--- config.mk ---
export PLATFORM = sky130hd
export DESIGN_NAME = extent_chunk_request_splitter_core
export DESIGN_NICKNAME = d
export VERILOG_FILES = /design/src/hw/rtl/ecrs_pkg.sv /design/src/hw/rtl/ecrs_ram.sv /design/src/hw/rtl/extent_chunk_request_splitter_core.sv
export SDC_FILE = /design/constraint.sdc
export NUM_CORES = 2
export LEC_CHECK = 0
export ABC_CLOCK_PERIOD_IN_PS = 13000
export BUFFER_PORTS_ARGS = -buffer_cell sky130_fd_sc_hd__buf_2
export CAP_MARGIN = 30
export CORE_UTILIZATION = 45
export DETAILED_ROUTE_END_ITERATION = 10
export GPL_TIMING_DRIVEN = 0
export SLEW_MARGIN = 20
export SYNTH_ARGS = -nofsm -noshare
export SYNTH_HDL_FRONTEND = slang
export SYNTH_SLANG_ARGS = --single-unit
--- constraint.sdc ---
create_clock -name clk -period 13 [get_ports clk]
set_clock_uncertainty 0.05 [all_clocks]
set_input_delay 2.6 -clock clk [delete_from_list [all_inputs] [get_ports clk]]
set_output_delay 2.6 -clock clk [all_outputs]
set_load 0.005 [all_outputs]
--- src/hw/rtl/ecrs_pkg.sv ---
// ----------------------------------------------------------------------------
// ecrs_pkg
// Shared types and constants of the extent chunk request splitter.
// ----------------------------------------------------------------------------
package ecrs_pkg;

  localparam int PAGE_W    = 32;
  localparam int OFFSET_W  = 48;
  localparam int BYTES_W   = 23;
  localparam int ADDR_W    = 64;
  localparam int CHUNK_W   = 17;
  localparam int MEDIA_W   = 2;
  localparam int PCOUNT_W  = 7;
  localparam int ECOUNT_W  = 5;
  localparam int EIDX_W    = 4;
  localparam int WCOUNT_W  = 7;
  localparam int WIDX_W    = 6;

  localparam int MAX_EXTENTS_DEF = 16;

  localparam logic [PCOUNT_W-1:0] MAX_PAGES_PER_REQUEST = 7'd64;
  localparam logic [WCOUNT_W-1:0] WORKER_MAX            = 7'd64;
  localparam logic [BYTES_W-1:0]  BYTES_ISSUED_MAX      = 23'h7FFFFF;
  localparam logic [CHUNK_W-1:0]  PIECE_MAX             = 17'h1FFFF;

  localparam logic OP_LOAD  = 1'b0;
  localparam logic OP_ISSUE = 1'b1;

  typedef struct packed {
    logic                operation;
    logic [EIDX_W-1:0]   extent_index;
    logic [PAGE_W-1:0]   extent_first_page;
    logic [PAGE_W-1:0]   extent_last_page;
    logic [ECOUNT_W-1:0] extent_count;
    logic [PAGE_W-1:0]   start_page;
    logic [PCOUNT_W-1:0] page_count;
    logic [OFFSET_W-1:0] file_offset;
    logic [BYTES_W-1:0]  byte_count;
    logic [ADDR_W-1:0]   buffer_base;
    logic [CHUNK_W-1:0]  chunk_bytes;
    logic [MEDIA_W-1:0]  media_kind;
  } in_req_t;

  typedef struct packed {
    logic [PAGE_W-1:0]   page_number;
    logic [WIDX_W-1:0]   worker_index;
    logic [ADDR_W-1:0]   piece_address;
    logic [OFFSET_W-1:0] piece_offset;
    logic [CHUNK_W-1:0]  piece_bytes;
    logic [MEDIA_W-1:0]  piece_media;
    logic                last_piece;
  } out_req_t;

  typedef struct packed {
    logic [PAGE_W-1:0] first_page;
    logic [PAGE_W-1:0] last_page;
  } ext_ent_t;

endpackage

--- src/hw/rtl/ecrs_ram.sv ---
// ----------------------------------------------------------------------------
// ecrs_ram
// Generic single write, single read RAM with registered read data.
// ----------------------------------------------------------------------------
module ecrs_ram #(
  parameter int WIDTH = 8,
  parameter int DEPTH = 16,
  localparam int AW = (DEPTH > 1) ? $clog2(DEPTH) : 1
) (
  input  logic             clk,
  input  logic             we,
  input  logic [AW-1:0]    waddr,
  input  logic [WIDTH-1:0] wdata,
  input  logic [AW-1:0]    raddr,
  output logic [WIDTH-1:0] rdata
);

  logic [WIDTH-1:0] mem [DEPTH];

  always_ff @(posedge clk) begin
    if (we) begin
      mem[waddr] <= wdata;
    end
    rdata <= mem[raddr];
  end

endmodule

--- src/hw/rtl/extent_chunk_request_splitter_core.sv ---
// ----------------------------------------------------------------------------
// extent_chunk_request_splitter_core
// Splits one file request into per-page requests along a loaded extent table.
// ----------------------------------------------------------------------------
//  channel  handshake        payload    carries
//  in_      valid / stall    in_req_t   extent load or issue request
//  out_     valid / stall    out_req_t  one per-page request
//  cfg_     valid / ready    7 bits     worker count
//
// An issue first gets the offset remainder, then walks past the extents that
// end before the start page, fetches extent data and gets the worker remainder,
// then emits one request per page; each jump to a new extent fetches extent
// data and worker remainder anew. All remainders come from one bit-serial unit.
// Reset is synchronous; the extent table holds no reset value.
// A stalled output holds its request; the page walk waits on it.
// ----------------------------------------------------------------------------
module extent_chunk_request_splitter_core
  import ecrs_pkg::*;
#(
  parameter int MAX_EXTENTS = MAX_EXTENTS_DEF
) (
  input  logic                clk,
  input  logic                rst_n,
  input  logic                in_valid,
  output logic                in_stall,
  input  in_req_t             in_data,
  output logic                out_valid,
  input  logic                out_stall,
  output out_req_t            out_data,
  input  logic                cfg_valid,
  output logic                cfg_ready,
  input  logic [WCOUNT_W-1:0] cfg_data
);

  localparam int EXT_AW = (MAX_EXTENTS > 1) ? $clog2(MAX_EXTENTS) : 1;
  localparam int EXT_CW = $clog2(MAX_EXTENTS + 1);
  localparam int DIV_W  = OFFSET_W;
  localparam int CNT_W  = $clog2(DIV_W + 1);

  typedef enum logic [3:0] {
    S_IDLE,
    S_DIV_OFF,
    S_SKIP_RD,
    S_SKIP_CHK,
    S_CUR_RD,
    S_CUR_LAT,
    S_NXT_RD,
    S_NXT_LAT,
    S_MOD,
    S_EMIT
  } state_t;

  state_t              state_r;
  logic [WCOUNT_W-1:0] worker_count_r;
  logic [EXT_CW-1:0]   ext_cnt_r;
  logic [EXT_CW-1:0]   cur_ext_r;
  logic [PAGE_W-1:0]   page_r;
  logic [PCOUNT_W-1:0] pages_left_r;
  logic [OFFSET_W-1:0] offset_r;
  logic [BYTES_W-1:0]  total_r;
  logic [ADDR_W-1:0]   base_r;
  logic [CHUNK_W-1:0]  chunk_r;
  logic [MEDIA_W-1:0]  media_r;
  logic [BYTES_W-1:0]  issued_r;
  logic                first_r;
  logic [CHUNK_W-1:0]  within_r;
  logic [WIDX_W-1:0]   worker_r;
  logic [PAGE_W-1:0]   cur_last_r;
  logic [PAGE_W-1:0]   next_first_r;
  logic [CHUNK_W-1:0]  div_rem_r;
  logic [DIV_W-1:0]    div_shift_r;
  logic [CNT_W-1:0]    div_cnt_r;
  logic [CHUNK_W-1:0]  divisor_r;
  logic                out_valid_r;
  out_req_t            out_r;

  // bit-serial remainder step
  logic [CHUNK_W:0]   div_trial;
  logic [CHUNK_W:0]   div_sub;
  logic [CHUNK_W-1:0] div_rem_nxt;

  assign div_trial   = {div_rem_r, div_shift_r[DIV_W-1]};
  assign div_sub     = div_trial - {1'b0, divisor_r};
  assign div_rem_nxt = (div_trial >= {1'b0, divisor_r}) ? div_sub[CHUNK_W-1:0]
                                                        : div_trial[CHUNK_W-1:0];

  logic [WCOUNT_W-1:0] workers_eff;

  always_comb begin
    priority if (worker_count_r == '0) begin
      workers_eff = WCOUNT_W'(1);
    end else if (worker_count_r > WORKER_MAX) begin
      workers_eff = WORKER_MAX;
    end else begin
      workers_eff = worker_count_r;
    end
  end

  // extent table
  logic [31:0]                 load_idx32;
  logic                        ram_we;
  logic [EXT_AW-1:0]           ram_raddr;
  logic [$bits(ext_ent_t)-1:0] ram_rdata;
  ext_ent_t                    ram_wdata;
  ext_ent_t                    ent;
  logic [EXT_CW:0]             nxt_ext;
  logic                        in_take;

  assign in_take    = in_valid && !in_stall;
  assign load_idx32 = 32'(in_data.extent_index);
  assign ram_we     = in_take && (in_data.operation == OP_LOAD) &&
                      (load_idx32 < 32'(MAX_EXTENTS));
  assign ram_wdata  = '{first_page: in_data.extent_first_page,
                        last_page:  in_data.extent_last_page};
  assign nxt_ext    = {1'b0, cur_ext_r} + (EXT_CW + 1)'(1);
  assign ram_raddr  = (state_r == S_NXT_RD) ? nxt_ext[EXT_AW-1:0] : cur_ext_r[EXT_AW-1:0];
  assign ent        = ext_ent_t'(ram_rdata);

  ecrs_ram #(
    .WIDTH ($bits(ext_ent_t)),
    .DEPTH (MAX_EXTENTS)
  ) u_ext_ram (
    .clk   (clk),
    .we    (ram_we),
    .waddr (load_idx32[EXT_AW-1:0]),
    .wdata (ram_wdata),
    .raddr (ram_raddr),
    .rdata (ram_rdata)
  );

  // issue request setup
  logic [CHUNK_W-1:0]  chunk_eff;
  logic [PCOUNT_W-1:0] pages_eff;
  logic [EXT_CW-1:0]   ext_cnt_eff;

  assign chunk_eff   = (in_data.chunk_bytes == '0) ? CHUNK_W'(1) : in_data.chunk_bytes;
  assign pages_eff   = (in_data.page_count > MAX_PAGES_PER_REQUEST) ? MAX_PAGES_PER_REQUEST
                                                                    : in_data.page_count;
  assign ext_cnt_eff = (32'(in_data.extent_count) > 32'(MAX_EXTENTS)) ? EXT_CW'(MAX_EXTENTS)
                                                                      : EXT_CW'(in_data.extent_count);

  // per-page request
  logic [BYTES_W:0]    sum_first;
  logic [BYTES_W:0]    piece_raw;
  logic [CHUNK_W-1:0]  piece;
  logic [BYTES_W:0]    issued_sum;
  logic [BYTES_W-1:0]  issued_nxt;
  logic [PAGE_W-1:0]   page_inc;
  logic [WIDX_W-1:0]   worker_inc;
  logic                jump;
  logic                emit_go;

  always_comb begin
    sum_first = {1'b0, total_r} + (BYTES_W + 1)'(within_r);
    priority if (first_r) begin
      if ((BYTES_W + 1)'(chunk_r) < sum_first) begin
        piece_raw = (BYTES_W + 1)'(chunk_r - within_r);
      end else begin
        piece_raw = {1'b0, total_r};
      end
    end else if (pages_left_r == PCOUNT_W'(1)) begin
      piece_raw = (total_r > issued_r) ? {1'b0, total_r - issued_r} : '0;
    end else begin
      piece_raw = (BYTES_W + 1)'(chunk_r);
    end
    piece      = (piece_raw > (BYTES_W + 1)'(PIECE_MAX)) ? PIECE_MAX
                                                         : piece_raw[CHUNK_W-1:0];
    issued_sum = {1'b0, issued_r} + (BYTES_W + 1)'(piece);
    issued_nxt = (issued_sum > {1'b0, BYTES_ISSUED_MAX}) ? BYTES_ISSUED_MAX
                                                         : issued_sum[BYTES_W-1:0];
  end

  assign page_inc   = page_r + PAGE_W'(1);
  assign worker_inc = ((page_inc == '0) ||
                       ((WCOUNT_W'(worker_r) + WCOUNT_W'(1)) == workers_eff)) ? '0
                                                                              : worker_r + WIDX_W'(1);
  assign jump       = (cur_ext_r < ext_cnt_r) && (page_inc > cur_last_r) &&
                      (nxt_ext < {1'b0, ext_cnt_r});
  assign emit_go    = (state_r == S_EMIT) && (!out_valid_r || !out_stall);

  assign in_stall  = (state_r != S_IDLE);
  assign cfg_ready = (state_r == S_IDLE);
  assign out_valid = out_valid_r;
  assign out_data  = out_r;

  always_ff @(posedge clk) begin
    if (!rst_n) begin
      state_r        <= S_IDLE;
      worker_count_r <= WCOUNT_W'(1);
      out_valid_r    <= 1'b0;
      cur_ext_r      <= '0;
      page_r         <= '0;
      pages_left_r   <= '0;
      issued_r       <= '0;
      first_r        <= 1'b1;
      div_cnt_r      <= '0;
    end else begin
      if (cfg_valid && cfg_ready) begin
        worker_count_r <= cfg_data;
      end
      if (out_valid_r && !out_stall && !emit_go) begin
        out_valid_r <= 1'b0;
      end

      unique case (state_r)
        S_IDLE: begin
          if (in_take && (in_data.operation == OP_ISSUE) && (pages_eff != '0)) begin
            ext_cnt_r    <= ext_cnt_eff;
            cur_ext_r    <= '0;
            page_r       <= in_data.start_page;
            pages_left_r <= pages_eff;
            offset_r     <= in_data.file_offset;
            total_r      <= in_data.byte_count;
            base_r       <= in_data.buffer_base;
            chunk_r      <= chunk_eff;
            media_r      <= in_data.media_kind;
            issued_r     <= '0;
            first_r      <= 1'b1;
            divisor_r    <= chunk_eff;
            div_shift_r  <= in_data.file_offset;
            div_rem_r    <= '0;
            div_cnt_r    <= CNT_W'(OFFSET_W);
            state_r      <= S_DIV_OFF;
          end
        end
        S_DIV_OFF: begin
          if (div_cnt_r == '0) begin
            within_r <= div_rem_r;
            state_r  <= S_SKIP_RD;
          end else begin
            div_rem_r   <= div_rem_nxt;
            div_shift_r <= {div_shift_r[DIV_W-2:0], 1'b0};
            div_cnt_r   <= div_cnt_r - CNT_W'(1);
          end
        end
        S_SKIP_RD: begin
          state_r <= S_SKIP_CHK;
        end
        S_SKIP_CHK: begin
          cur_last_r <= ent.last_page;
          if ((cur_ext_r < ext_cnt_r) && (page_r > ent.last_page)) begin
            cur_ext_r <= cur_ext_r + EXT_CW'(1);
            state_r   <= S_SKIP_RD;
          end else begin
            state_r <= S_NXT_RD;
          end
        end
        S_CUR_RD: begin
          state_r <= S_CUR_LAT;
        end
        S_CUR_LAT: begin
          cur_last_r <= ent.last_page;
          state_r    <= S_NXT_RD;
        end
        S_NXT_RD: begin
          state_r <= S_NXT_LAT;
        end
        S_NXT_LAT: begin
          next_first_r <= ent.first_page;
          divisor_r    <= CHUNK_W'(workers_eff);
          div_shift_r  <= {page_r, {(DIV_W - PAGE_W){1'b0}}};
          div_rem_r    <= '0;
          div_cnt_r    <= CNT_W'(PAGE_W);
          state_r      <= S_MOD;
        end
        S_MOD: begin
          if (div_cnt_r == '0) begin
            worker_r <= div_rem_r[WIDX_W-1:0];
            state_r  <= S_EMIT;
          end else begin
            div_rem_r   <= div_rem_nxt;
            div_shift_r <= {div_shift_r[DIV_W-2:0], 1'b0};
            div_cnt_r   <= div_cnt_r - CNT_W'(1);
          end
        end
        S_EMIT: begin
          if (emit_go) begin
            out_valid_r         <= 1'b1;
            out_r.page_number   <= page_r;
            out_r.worker_index  <= worker_r;
            out_r.piece_address <= base_r + ADDR_W'(issued_r);
            out_r.piece_offset  <= offset_r + OFFSET_W'(issued_r);
            out_r.piece_bytes   <= piece;
            out_r.piece_media   <= media_r;
            out_r.last_piece    <= (pages_left_r == PCOUNT_W'(1));
            issued_r            <= issued_nxt;
            first_r             <= 1'b0;
            pages_left_r        <= pages_left_r - PCOUNT_W'(1);
            priority if (pages_left_r == PCOUNT_W'(1)) begin
              state_r <= S_IDLE;
            end else if (jump) begin
              cur_ext_r <= cur_ext_r + EXT_CW'(1);
              page_r    <= next_first_r;
              state_r   <= S_CUR_RD;
            end else begin
              page_r   <= page_inc;
              worker_r <= worker_inc;
            end
          end
        end
        default: begin
          state_r <= S_IDLE;
        end
      endcase
    end
  end

  a_emit_has_pages: assert property (@(posedge clk) disable iff (!rst_n)
    state_r == S_EMIT |-> pages_left_r != '0)
    else $error("page walk active with no pages left");

  a_rem_below_divisor: assert property (@(posedge clk) disable iff (!rst_n)
    (state_r == S_DIV_OFF || state_r == S_MOD) |-> div_rem_r < divisor_r)
    else $error("remainder unit out of range");

  a_worker_in_range: assert property (@(posedge clk) disable iff (!rst_n)
    state_r == S_EMIT |-> WCOUNT_W'(worker_r) < workers_eff)
    else $error("worker index not below worker count");

  a_last_ends_walk: assert property (@(posedge clk) disable iff (!rst_n)
    emit_go && pages_left_r == PCOUNT_W'(1)
    |=> state_r == S_IDLE && out_valid_r && out_r.last_piece)
    else $error("final request did not end the walk");

endmodule

==> run metrics <==
most frequent cells after synthesis=edfxtp_1 (1522), mux4_2 (320), a21oi_1 (248); GR Layer Usage met3=about 4.8%; Initial Util=45.4%; final WL=about 210000 microns; Least-Margin Pin Slew=between 1000 and 1500 ps; GR peak layer=met2; ANT nets after route=0; Vias=roughly 44k; VDD IR max=between 0.1 and 0.15 mV; FF-to-FF path depth=32; Avg Vias per Cell=about 5.8; Min-Delay Startpoint=media_r[1]$_DFFE_PP_; hold path depth=0; met2 Use GR=a little over two fifths; # DRC=0; Yosys top cell by area=edfxtp_1; outcome=complete, no violations; core box area=about 160000 sq um; cts hold-fix bufs=0; ys async rst share=0%; FP Rows=about 150; post-route clock period utilization=between 60% and 70%; CP max FO=10; Clock Pin Slew Worst Setup and Hold Paths=around 60 ps; main flop type after synthesis=edfxtp_1; syn nets=~5.0k; Initial DRC Count=4571; Slew headroom=29.1%; Netlist Area Pre-Place=just over 70000 sq um; Worst Hold Class=flop to flop; CTS buffer count=~180; first-pass GRT wire length=between 300000 and 400000 microns; leak pwr=approximately 30 nW; layout cells sized above 1=between 20% and 30%; worst-skew pair later-pin latency=approximately 800 ps; GR Util All Layers=between 20% and 30%; crit end category=flop; RSZ-0062 raised after global routing=false; CTS tree=built; Pwr Density=between 100 and 150 nW/um^2; GP Congestion=just over 0.9; fin area=around 85000 sq um; Seq/Total Area, Yosys=between 60 and 70%; hold endpoint=out_data[2]$_DFFE_PP_; area delta synth->final=18.5%; wire length per cell=between 20 and 30 microns; WP data arrival=9540 ps; Avg Inst Size Synth=roughly 16 sq um; fin. max-slew vios=0; Ys Warns=0; crit path kind=flop to flop; flops & latches, synth=1672; DIE AREA=about 160000 sq um; Max Freq=0.112 GHz; Cell Area, Placed=about 79000 sq um; # H-tree levels=4; Overall Power=between 10 and 15 mW; Die Height=between 400 and 500 microns; MaxCap Viol Count=0; Max Root-Sink Buffers=3; Synth top area share=between 60% and 70%; post-detail-place hpwl=roughly 160000 microns; r2r endpoint=issued_r[13]$_SDFFE_PN0P_; post-CTS sizing=0; Finished Layout Cells=7479; Gate Count Post-Synth=4465; Port Buffers=450; crit start category=flop; top-count cell post-synth=edfxtp_1; drt pass-1 iters=8; grt ovf=0; # clock sinks=~1.7k; CP max stage cell=edfxtp_1; initial antenna violation count=34; vias in the first global route=42.7k; Worst R2R Start=total_r[4]$_DFFE_PP_; Clk Tree Root Cell=clkbuf_16; Netlist cell types=between 80 and 90; r2r setup slk=between 4000 and 5000 ps; Final setup viols=0; Critical Path Max Stage Delay=520 ps; EDFF count, synth=~1.5k; Cells after DPL=~7.1k; layout net count=approximately 5.8k; top cells by area, synth=edfxtp_1 (64%), mux4_2 (10%), dfxtp_1 (4.2%); WP data required=13580 ps; largest net degree at the start of global routing=79; met1 Use GR=34.7%; minimum clock period=about 9000 ps; endpoints failing hold=0; die width=approximately 400 microns; post-CTS setup buffers=0; I/O pin count=approximately 450
-- cell type report --
type | count | area [sq um]
clock buffers | 263 | 5060
multi-input cells | 2370 | 21800
repair buffers | 600 | 4650
flip-flops and latches | 1672 | 48700
plain buffers | 184 | 723
well taps | 2072 | 2590
diodes | 9 | 22.5
inverters | 239 | 905
fillers | 12700 | 73200
clock inverters | 70 | 732
-- through the flow --
step / worst slack, ps / util [%] / hold slack (ps) / TNS [ps]
floorplan: 2460 / - / 336 / 0
global placement: -2680 / 48.4 / 356 / -728640
detailed placement: 4120 / 50.1 / 360 / 0
CTS: 4110 / 53.7 / 374 / 0
global route: 3640 / 53.7 / 391 / 0
finish: 4040 / 53.8 / 371 / 0
-- kinds of logic after synthesis --
logic type	after synthesis	synth area share (%)
compound gates	761	7.01
xor+xnor	227	2.77
fa+ha+maj	242	4.29
buf+inv	423	2.24
flops	1672	67.8
mux	345	10.4
simple gates	795	5.56
-- layout by cell type (no fill, tap or decap), drive strengths merged, types with 54 or more instances in the layout --
master  count
buf       628
clkinv     54
a21o       67
xor2       98
xnor2     129
mux4      320
a21oi     248
nand2     144
o21ai     137
nor2      181
inv       244
nand3     111
edfxtp   1522
clkbuf    419
nor3       73
ha        235
dfxtp     150
-- critical path, delay by kind of cell (launching register included) --
family / cells / cell delay (ps)
fa+ha+maj: 3 / 1020
compound gates: 19 / 4570
flops: 1 / 520
simple gates: 6 / 1640
buf+inv: 3 / 890
xor+xnor: 1 / 110
-- worst max path at each step --
stage | from | end | slack [ps] | cells after the start
4_1_cts | total_r[4]$_DFFE_PP_ | issued_r[13]$_SDFFE_PN0P_ | 4110 | 32
6_report | total_r[4]$_DFFE_PP_ | issued_r[13]$_SDFFE_PN0P_ | 4040 | 32
3_5_place_dp | total_r[4]$_DFFE_PP_ | issued_r[13]$_SDFFE_PN0P_ | 4120 | 32
2_1_floorplan | rst_n | base_r[0]$_DFFE_PP_ | 2460 | 4
5_1_grt | total_r[4]$_DFFE_PP_ | issued_r[14]$_SDFFE_PN0P_ | 3640 | 32
3_3_place_gp | rst_n | base_r[63]$_DFFE_PP_ | -2680 | 5
-- state kept, by name (all words and copies together), names as in the netlist, 23 cells and up --
signal,cells
u_ext_ram.mem,1024
out_data,170
base_r,64
u_ext_ram.rdata,64
div_shift_r,48
offset_r,48
cur_last_r,32
next_first_r,32
page_r,32
issued_r,23
total_r,23
-- where the power goes --
group          total, mW  switching [mW]  internal, mW
Combinational       1.35           0.847         0.507
Clock               4.99            2.10          2.88
Sequential          6.23           0.160          6.07
-- metal layers --
metal  wire length (microns)  part of all wire [%]
met1                   86100                    41
met2                  105000                    49
met3                   15300                   7.2
met4                    6170                   2.9
met5                     154                 0.073
Note: power is estimated with default switching activity, not from simulation.
